==> src/rtl/lsgc_pkg.sv <==
// Shared types and constants for the levels stretch and gamma curve block.
`timescale 1ns / 1ps

package lsgc_pkg;

  localparam int SAMPLE_W = 8;                 // channel sample and table word width
  localparam int TABLE_DEPTH = 256;            // gamma table entries
  localparam int CFG_INDEX_W = 2;              // register index width
  localparam int CFG_DATA_W = 8;               // widest register

  // Divider: numerator 510*d + n, divisor 2*n, quotient below 256.
  localparam int QUOT_W = 8;
  localparam int NUM_W = 17;
  localparam int DEN_W = 9;

  localparam logic [SAMPLE_W-1:0] FULL_SCALE = 8'd255;
  localparam logic [SAMPLE_W-1:0] LOW_LIMIT = 8'd253;

  localparam logic [CFG_INDEX_W-1:0] REG_LOW_CUT = 2'd0;
  localparam logic [CFG_INDEX_W-1:0] REG_HIGH_CUT = 2'd1;
  localparam logic [CFG_INDEX_W-1:0] REG_GAMMA_ENABLE = 2'd2;

  localparam logic KIND_SAMPLE = 1'b0;
  localparam logic KIND_TABLE = 1'b1;

  // How the stretched value of a sample is formed.
  typedef enum logic [1:0] {
    CLS_PASS = 2'd0,   // stretch inactive, sample passes through
    CLS_ZERO = 2'd1,   // maps to black
    CLS_FULL = 2'd2,   // maps to white
    CLS_DIV  = 2'd3    // rounded quotient from the divider
  } cls_t;

  // Request data that travels beside the divider.
  typedef struct packed {
    logic                kind;
    cls_t                cls;
    logic [SAMPLE_W-1:0] value;   // pass-through sample, or table index for a write
    logic [SAMPLE_W-1:0] word;    // table word for a write
  } side_t;

endpackage

==> src/rtl/lsgc_if.sv <==
// Request and result channel interfaces with valid/ready handshake.
`timescale 1ns / 1ps

interface lsgc_in_if;
  logic       valid;
  logic       ready;
  logic       kind;
  logic [7:0] sample;
  logic [7:0] table_index;
  logic [7:0] table_word;

  modport source (output valid, kind, sample, table_index, table_word, input ready);
  modport sink (input valid, kind, sample, table_index, table_word, output ready);
endinterface

interface lsgc_out_if;
  logic       valid;
  logic       ready;
  logic [7:0] mapped;

  modport source (output valid, mapped, input ready);
  modport sink (input valid, mapped, output ready);
endinterface

==> src/rtl/levels_stretch_gamma_curve_core.sv <==
// Top level of the levels stretch and gamma curve block.
`timescale 1ns / 1ps

// Levels adjustment for 8-bit channel samples.
// Requests arrive on ch_in (valid/ready). A request of kind sample is
// stretched between the black and white points and, when gamma is enabled,
// looked up in the 256-entry gamma table; its result leaves on ch_out.
// A request of kind table write stores one gamma table entry and yields
// no result. Configuration (low_cut, high_cut, gamma_enable) is written
// through cfg_we/cfg_index/cfg_data, which the user must do only while no
// request is in flight; the block does not enforce this. One request per
// cycle is taken while the output buffer has a free entry: the stretch
// divides in a pipelined divider with one quotient bit per stage, and the
// gamma table is one RAM read or written by at most one request per cycle,
// in request order. A request passes one classification stage, one operand
// stage, eight divider stages and the registered table read. A two-entry
// output buffer holds results, so requests are accepted while one waits;
// ch_in.ready falls only when both are full; then the whole pipeline holds.
// Reset clears the registers to their reset values and empties the
// pipeline and buffer; the gamma table content is undefined until written.
module levels_stretch_gamma_curve_core (
  input  logic                             clk,
  input  logic                             rst,
  input  logic                             cfg_we,
  input  logic [lsgc_pkg::CFG_INDEX_W-1:0] cfg_index,
  input  logic [lsgc_pkg::CFG_DATA_W-1:0]  cfg_data,
  lsgc_in_if.sink                          ch_in,
  lsgc_out_if.source                       ch_out
);

  localparam int SW = lsgc_pkg::SAMPLE_W;

  // Configuration registers.
  logic [SW-1:0] low_cut;
  logic [SW-1:0] high_cut;
  logic          gamma_enable;

  always_ff @(posedge clk) begin
    if (rst) begin
      low_cut      <= '0;
      high_cut     <= lsgc_pkg::FULL_SCALE;
      gamma_enable <= 1'b0;
    end else if (cfg_we) begin
      unique case (cfg_index)
        lsgc_pkg::REG_LOW_CUT:      low_cut <= cfg_data[SW-1:0];
        lsgc_pkg::REG_HIGH_CUT:     high_cut <= cfg_data[SW-1:0];
        lsgc_pkg::REG_GAMMA_ENABLE: gamma_enable <= cfg_data[0];
        default: ;
      endcase
    end
  end

  // The pipeline advances whenever the output buffer has a free entry.
  logic [1:0] buf_count;
  logic       en;

  assign en = (buf_count != 2'd2);
  assign ch_in.ready = en;

  // Classification of the incoming sample against the black and white points.
  logic           active;
  logic           empty_window;
  lsgc_pkg::cls_t cls;
  lsgc_pkg::side_t in_side;

  assign active = ((low_cut != '0) || (high_cut != lsgc_pkg::FULL_SCALE)) &&
                  (low_cut < lsgc_pkg::LOW_LIMIT) && (high_cut != '0);
  assign empty_window = ({1'b0, high_cut} <= ({1'b0, low_cut} + 9'd1));

  always_comb begin
    priority if (!active) begin
      cls = lsgc_pkg::CLS_PASS;
    end else if (empty_window) begin
      cls = lsgc_pkg::CLS_ZERO;
    end else if (ch_in.sample <= low_cut) begin
      cls = lsgc_pkg::CLS_ZERO;
    end else if (ch_in.sample >= (high_cut - 8'd1)) begin
      cls = lsgc_pkg::CLS_FULL;
    end else begin
      cls = lsgc_pkg::CLS_DIV;
    end
  end

  always_comb begin
    in_side.kind  = ch_in.kind;
    in_side.cls   = cls;
    in_side.value = (ch_in.kind == lsgc_pkg::KIND_TABLE) ? ch_in.table_index : ch_in.sample;
    in_side.word  = ch_in.table_word;
  end

  // Classification stage.
  logic            c_valid;
  lsgc_pkg::side_t c_side;
  logic [SW-1:0]   c_d;
  logic [SW-1:0]   c_n;

  always_ff @(posedge clk) begin
    if (rst) begin
      c_valid <= 1'b0;
    end else if (en) begin
      c_valid <= ch_in.valid;
    end
  end

  always_ff @(posedge clk) begin
    if (en) begin
      c_side <= in_side;
      c_d    <= ch_in.sample - low_cut;
      c_n    <= high_cut - low_cut - 8'd1;
    end
  end

  // Divider pipeline.
  logic                          div_valid;
  logic [lsgc_pkg::QUOT_W-1:0]   div_quot;
  lsgc_pkg::side_t               div_side;

  lsgc_div u_div (
    .clk       (clk),
    .rst       (rst),
    .en        (en),
    .in_valid  (c_valid),
    .in_side   (c_side),
    .d         (c_d),
    .n         (c_n),
    .out_valid (div_valid),
    .out_quot  (div_quot),
    .out_side  (div_side)
  );

  // Stretched value, then one gamma table access per request.
  logic [SW-1:0] stretched;

  always_comb begin
    unique case (div_side.cls)
      lsgc_pkg::CLS_PASS: stretched = div_side.value;
      lsgc_pkg::CLS_ZERO: stretched = '0;
      lsgc_pkg::CLS_FULL: stretched = lsgc_pkg::FULL_SCALE;
      lsgc_pkg::CLS_DIV:  stretched = div_quot;
      default:            stretched = '0;
    endcase
  end

  // A table write lands at the same stage where samples read, so a later
  // sample always sees every earlier write without forwarding.
  logic          table_we;
  logic [SW-1:0] table_q;

  assign table_we = en && div_valid && (div_side.kind == lsgc_pkg::KIND_TABLE);

  lsgc_ram #(
    .WIDTH (lsgc_pkg::SAMPLE_W),
    .DEPTH (lsgc_pkg::TABLE_DEPTH)
  ) u_gamma_table (
    .clk   (clk),
    .we    (table_we),
    .waddr (div_side.value),
    .wdata (div_side.word),
    .re    (en),
    .raddr (stretched),
    .rdata (table_q)
  );

  // Lookup stage, aligned with the RAM read data.
  logic          r_valid;
  logic          r_sample;
  logic          r_gamma;
  logic [SW-1:0] r_value;
  logic [SW-1:0] result;

  always_ff @(posedge clk) begin
    if (rst) begin
      r_valid <= 1'b0;
    end else if (en) begin
      r_valid <= div_valid;
    end
  end

  always_ff @(posedge clk) begin
    if (en) begin
      r_sample <= (div_side.kind == lsgc_pkg::KIND_SAMPLE);
      r_gamma  <= gamma_enable;
      r_value  <= stretched;
    end
  end

  assign result = r_gamma ? table_q : r_value;

  // Two-entry output buffer: buf0 is the head shown on ch_out.
  logic          push;
  logic          pop;
  logic [SW-1:0] buf0;
  logic [SW-1:0] buf1;

  assign push = en && r_valid && r_sample;
  assign pop  = ch_out.valid && ch_out.ready;

  always_ff @(posedge clk) begin
    if (rst) begin
      buf_count <= '0;
    end else begin
      buf_count <= buf_count + {1'b0, push} - {1'b0, pop};
    end
  end

  always_ff @(posedge clk) begin
    if (pop) begin
      if (push && (buf_count == 2'd1)) begin
        buf0 <= result;
      end else begin
        buf0 <= buf1;
        if (push) begin
          buf1 <= result;
        end
      end
    end else if (push) begin
      if (buf_count == 2'd0) begin
        buf0 <= result;
      end else begin
        buf1 <= result;
      end
    end
  end

  assign ch_out.valid  = (buf_count != 2'd0);
  assign ch_out.mapped = buf0;

endmodule

==> src/rtl/lsgc_ram.sv <==
// Generic simple dual-port RAM with registered read.
`timescale 1ns / 1ps

module lsgc_ram #(
  parameter int WIDTH = lsgc_pkg::SAMPLE_W,
  parameter int DEPTH = lsgc_pkg::TABLE_DEPTH
) (
  input  logic                     clk,
  input  logic                     we,
  input  logic [$clog2(DEPTH)-1:0] waddr,
  input  logic [WIDTH-1:0]         wdata,
  input  logic                     re,
  input  logic [$clog2(DEPTH)-1:0] raddr,
  output logic [WIDTH-1:0]         rdata
);

  logic [WIDTH-1:0] mem [DEPTH];

  always_ff @(posedge clk) begin
    if (we) begin
      mem[waddr] <= wdata;
    end
    if (re) begin
      rdata <= mem[raddr];
    end
  end

endmodule

==> src/rtl/lsgc_div.sv <==
// Pipelined restoring divider, one quotient bit per stage, with sideband data.
`timescale 1ns / 1ps

module lsgc_div (
  input  logic                          clk,
  input  logic                          rst,
  input  logic                          en,
  input  logic                          in_valid,
  input  lsgc_pkg::side_t               in_side,
  input  logic [lsgc_pkg::SAMPLE_W-1:0] d,
  input  logic [lsgc_pkg::SAMPLE_W-1:0] n,
  output logic                          out_valid,
  output logic [lsgc_pkg::QUOT_W-1:0]   out_quot,
  output lsgc_pkg::side_t               out_side
);

  localparam int QW = lsgc_pkg::QUOT_W;
  localparam int NW = lsgc_pkg::NUM_W;
  localparam int DW = lsgc_pkg::DEN_W;

  // Index 0 is the operand preparation stage; index s+1 holds s+1 quotient bits.
  logic                  s_valid [QW+1];
  logic [NW-1:0]         s_rem   [QW+1];
  logic [DW-1:0]         s_den   [QW+1];
  logic [QW-1:0]         s_quot  [QW+1];
  lsgc_pkg::side_t       s_side  [QW+1];

  // Rounded quotient: (2*255*d + n) / (2*n).
  always_ff @(posedge clk) begin
    if (rst) begin
      s_valid[0] <= 1'b0;
    end else if (en) begin
      s_valid[0] <= in_valid;
    end
  end

  always_ff @(posedge clk) begin
    if (en) begin
      s_rem[0]  <= {d, 9'b0} - {8'b0, d, 1'b0} + {9'b0, n};
      s_den[0]  <= {n, 1'b0};
      s_quot[0] <= '0;
      s_side[0] <= in_side;
    end
  end

  for (genvar s = 0; s < QW; s++) begin : g_stage
    localparam int SH = QW - 1 - s;
    logic [NW-1:0] trial;
    logic          fits;

    assign trial = {{(NW-DW){1'b0}}, s_den[s]} << SH;
    assign fits = (s_rem[s] >= trial);

    always_ff @(posedge clk) begin
      if (rst) begin
        s_valid[s+1] <= 1'b0;
      end else if (en) begin
        s_valid[s+1] <= s_valid[s];
      end
    end

    always_ff @(posedge clk) begin
      if (en) begin
        s_rem[s+1]  <= fits ? (s_rem[s] - trial) : s_rem[s];
        s_den[s+1]  <= s_den[s];
        s_quot[s+1] <= {s_quot[s][QW-2:0], fits};
        s_side[s+1] <= s_side[s];
      end
    end
  end

  assign out_valid = s_valid[QW];
  assign out_quot  = s_quot[QW];
  assign out_side  = s_side[QW];

endmodule

==> src/flat_wrapper.sv <==
// flat-port wrapper written by rule: the top's interface ports become plain ports
module levels_stretch_gamma_curve_core_flat 
  (clk, rst, cfg_we, cfg_index, cfg_data, ch_in_valid, ch_in_kind, ch_in_sample, ch_in_table_index, ch_in_table_word, ch_in_ready, ch_out_valid, ch_out_mapped, ch_out_ready);
  lsgc_in_if ch_in_i ();
  lsgc_out_if ch_out_i ();
  input  logic clk;
  input  logic rst;
  input  logic cfg_we;
  input  logic [lsgc_pkg::CFG_INDEX_W-1:0] cfg_index;
  input  logic [lsgc_pkg::CFG_DATA_W-1:0] cfg_data;
  input wire logic [$bits(ch_in_i.valid)-1:0] ch_in_valid;
  input wire logic [$bits(ch_in_i.kind)-1:0] ch_in_kind;
  input wire logic [$bits(ch_in_i.sample)-1:0] ch_in_sample;
  input wire logic [$bits(ch_in_i.table_index)-1:0] ch_in_table_index;
  input wire logic [$bits(ch_in_i.table_word)-1:0] ch_in_table_word;
  output wire logic [$bits(ch_in_i.ready)-1:0] ch_in_ready;
  output wire logic [$bits(ch_out_i.valid)-1:0] ch_out_valid;
  output wire logic [$bits(ch_out_i.mapped)-1:0] ch_out_mapped;
  input wire logic [$bits(ch_out_i.ready)-1:0] ch_out_ready;
  assign ch_in_i.valid = ch_in_valid;
  assign ch_in_i.kind = ch_in_kind;
  assign ch_in_i.sample = ch_in_sample;
  assign ch_in_i.table_index = ch_in_table_index;
  assign ch_in_i.table_word = ch_in_table_word;
  assign ch_in_ready = ch_in_i.ready;
  assign ch_out_valid = ch_out_i.valid;
  assign ch_out_mapped = ch_out_i.mapped;
  assign ch_out_i.ready = ch_out_ready;
  levels_stretch_gamma_curve_core u_core (.clk(clk), .rst(rst), .cfg_we(cfg_we), .cfg_index(cfg_index), .cfg_data(cfg_data), .ch_in(ch_in_i), .ch_out(ch_out_i));
endmodule
==> config.mk <==
export PLATFORM = sky130hd
export DESIGN_NAME = levels_stretch_gamma_curve_core_flat
export DESIGN_NICKNAME = d
export VERILOG_FILES = /design/src/rtl/lsgc_pkg.sv /design/src/rtl/lsgc_if.sv /design/src/rtl/levels_stretch_gamma_curve_core.sv /design/src/rtl/lsgc_ram.sv /design/src/rtl/lsgc_div.sv /design/src/flat_wrapper.sv
export SDC_FILE = /design/constraint.sdc
export NUM_CORES = 2
export LEC_CHECK = 0
export ABC_AREA = 0
export BUFFER_PORTS_ARGS = -buffer_cell sky130_fd_sc_hd__clkbuf_2
export CORE_ASPECT_RATIO = 1.75
export CORE_MARGIN = 2
export CORE_UTILIZATION = 48
export CTS_BUF_LIST = sky130_fd_sc_hd__clkbuf_4 sky130_fd_sc_hd__clkbuf_8 sky130_fd_sc_hd__clkbuf_16
export CTS_CLUSTER_DIAMETER = 60
export DETAILED_ROUTE_END_ITERATION = 6
export PLACE_DENSITY = 0.71
export SKIP_CTS_REPAIR_TIMING = 1
export SYNTH_ARGS = -nofsm -noshare
export SYNTH_HDL_FRONTEND = slang
export SYNTH_HIERARCHICAL = 1
export SYNTH_SLANG_ARGS = --single-unit
==> constraint.sdc <==
create_clock -name clk -period 21.8 [get_ports clk]
set_input_delay 3.27 -clock clk [delete_from_list [all_inputs] [get_ports clk]]
set_output_delay 3.27 -clock clk [all_outputs]
set_load 0.01 [all_outputs]
==> results.toml <==
[route]
antenna_violating_nets_post_route = 0
remaining_drc_errors = 0
average_wire_length_per_cell_after_detail_routing_um = 28.0
drt_pre_antenna_iters = 5
via_count = 49673
total_detailed_routing_wirelength_um = 232000
drt_iter0_markers = 4978
viasPerCell = 5.98

[die]
num_io_pins = 50
fp.dieArea_mm2 = 0.215
initial_utilization_pct = 48.1
die_h_um = 611
die_width_um = 351
fp-row-count = 223
coreArea_mm2 = 0.210

[power]
combPwrFrac_pct = 35.8
clock_power_share_pct = 22.6
internal-power_mw = 11.0
power.density_mw_per_mm2 = 151
p_leak_nw = 35.9
power_frac_seq_pct = 41.6
switching_power_mw = 5.77
power_switching_share_pct = 34.5
ir_worst_vdd_mv = 0.119

[synth]
yosys_register_bits = 2546
ys_seq_area_share_pct = 75.3
synth_area_mm2 = 0.101
synthesized_area_per_cell_um2 = 19.3
synth.distinct_cells = 85
netlist.top_cell.by_area = "edfxtp_1"
asyncSetResetFlopFracSynth_pct = 0
yosysWarnings = 6
post_syn_nets = 5410
synth_top_cells_by_area = "edfxtp_1 (75%), mux4_2 (10%), nor2_1 (1.5%)"
synth_top_area_share_pct = 74.9
synth_ff_type = "edfxtp_1"
synth_cells = 5251
count_of_flip_flops_with_a_built_in_enable_after_synthesis = 2525

[setup_path]
critical_path.max_stage_delay_ns = 0.86
endpoint_kind = "flip-flop"
maximum_net_fanout_on_the_critical_path = 108
cp_cell_sequence = "nor2_1, o21ai_4, buf_12, buf_4, buf_4, buf_12, mux4_2, a22o_1, a221oi_1, o221ai_1, a211oi_1, nor4_1"
critPathRequiredTime_ns = 22.37
worst_setup_path_start_kind = "flip-flop"
critical_path.slowest_cell = "buf_4"
worst-endpoint-arrival_ns = 7.23
setup.worst_path.class = "flip-flop to flip-flop"

[placement]
dp_hpwl_um = 150000
placement.io_buffers = 49
post-place-ws_ns = 15.10
routabilityCongestion = 0.896

[outcome]
violations = "capacitance limit"
run_status = "complete, but fails checks"

[grt]
grt_pass1_wl_um = 338000
via_count_of_the_first_global_routing_pass = 51252
pin_count_of_the_biggest_net_entering_global_routing = 257
top_usage_layer = "met2"
antenna_found_initial = 5
gr-usage-met1_pct = 23.2
grt_use_met2_pct = 40.3
grt_util_all_layers_pct = 21.6
met3_usage_pct = 2.55
grt.overflow.total = 0

[sta]
slew_headroom_pct = 0.183
post_layout_min_period_ns = 6.66
final_critical_path_setup_slack_ns = 15.14
layout_worst_path_cycle_share_pct = 30.5
setup_violations = 0
final-max-slew-violation-count = 0
hold_violations = 0
max_clock_freq_mhz = 150
worstMarginPinSlew_ns = 1.48
setup_total_negative_slack_ns = 0
grt_setup_unrepaired = "false"
worst_clock_skew_ns = 0.0472

[final_layout]
mostFrequentLayoutCells = "edfxtp_1 (2525), mux4_2 (454), nor2_1 (400)"
most_common_cell_after_layout_fill_and_taps_aside = "edfxtp_1"
seq_area_mm2 = 0.0762
final_layout_size_suffix_gt1_share_pct = 18.8
syn2layout_area_growth_pct = 9.72
final_nets = 5481
multi_input_comb_area_mm2 = 0.0230
nFillCells = 16135

[clock_tree]
clock_sink_count = 2546
clock_tree_from_tritoncts = "done"
clock_insertion_delay_worst_skew_ns = 0.87
cts_made_buffers = 205
path_clk_slew_ns = 0.07
cts_root_buffer = "clkbuf_16"
max-clock-path-buffers = 4
cts.htree.levels = 4

[hold_path]
worstHoldPathType = "flip-flop to flip-flop"

[job]
drv.max_cap_violation_count = 1
-- final timing paths --
check,cells past startpoint,startpoint,end,slack (ns)
max,12,u_core/u_div/s_side[0][169],u_core/u_gamma_table/rdata[5],15.14
min reg2reg,0,u_core/u_div/s_side[0][60],u_core/u_div/s_side[0][79],0.40
min,0,u_core/u_div/s_side[0][60],u_core/u_div/s_side[0][79],0.40
max reg2reg,12,u_core/u_div/s_side[0][169],u_core/u_gamma_table/rdata[5],15.14
-- logic make-up after synthesis --
logic type	synth area share, %
adders and majority gates	1.54
and+or+nand+nor	4.04
buffers and inverters	2.15
DFF	75.3
xor gates and xnor gates	0.761
muxes	12.0
AOI/OAI and AO/OA	4.20
-- registers in the layout, indices dropped and copies added, names as in the netlist, 9 cells and up --
name,flops
u_core/c_side,19
u_core/u_div/s_valid,9
u_core/u_div/s_quot,36
u_core/u_div/s_den,56
u_core/u_gamma_table/mem,2048
u_core/u_div/s_rem,136
u_core/u_div/s_side,171
-- power by group through the flow --
stage	combinational, mW	sequential, mW	clock [mW]
global placement	5.84	7.04	0
floorplan	4.10	7.08	0
CTS	6.00	6.96	3.85
finish	5.99	6.96	3.79
detailed placement	5.97	7.06	0
global route	6.33	7.01	4.02
-- worst max-delay path: cells and delay by family (launching register included) --
kind | cells | cell delay [ns]
AOI/OAI and AO/OA | 5 | 1.77
muxes | 1 | 0.61
DFF | 1 | 0.63
buffers and inverters | 4 | 2.78
and+or+nand+nor | 2 | 0.24
-- Yosys cell counts, drive strengths merged (67+ instances only) --
library cell,count
edfxtp,2525
mux4,456
nor2,403
a21oi,172
buf,154
mux2i,141
a22oi,135
clkbuf,124
inv,118
ha,110
nand2,91
o21ai,67
-- metrics by stage --
step                power [mW]  hold slack (ns)  util (%)  std cells  cell area [um2]
detailed placement        13.0            0.405      49.5       7927           104000
global route              17.3            0.407      52.8       8299           111000
finish                    16.7            0.400      52.8       8301           111000
global placement          12.9            0.401      49.5       7927           104000
floorplan                 11.2            0.400         -       5251           101000
CTS                       16.8            0.400      52.8       8298           111000
-- final cells by class --
cell class              count  area share [%]
diodes                      3         0.00676
clock buffers             233            4.84
clock inverters           138            1.30
inverters                 119           0.402
multi-input cells        2308            20.7
flip-flops and latches   2546            68.6
well taps                2812            3.17
repair buffers            142           0.917
-- layer usage --
metal / vias up / part of all wire (%)
li1: 21380 / -
met1: 25835 / 33
met2: 1884 / 55
met3: 570 / 5.3
met4: 4 / 6.7
met5: - / 0.0099
Power figures use the tool's default switching activity.
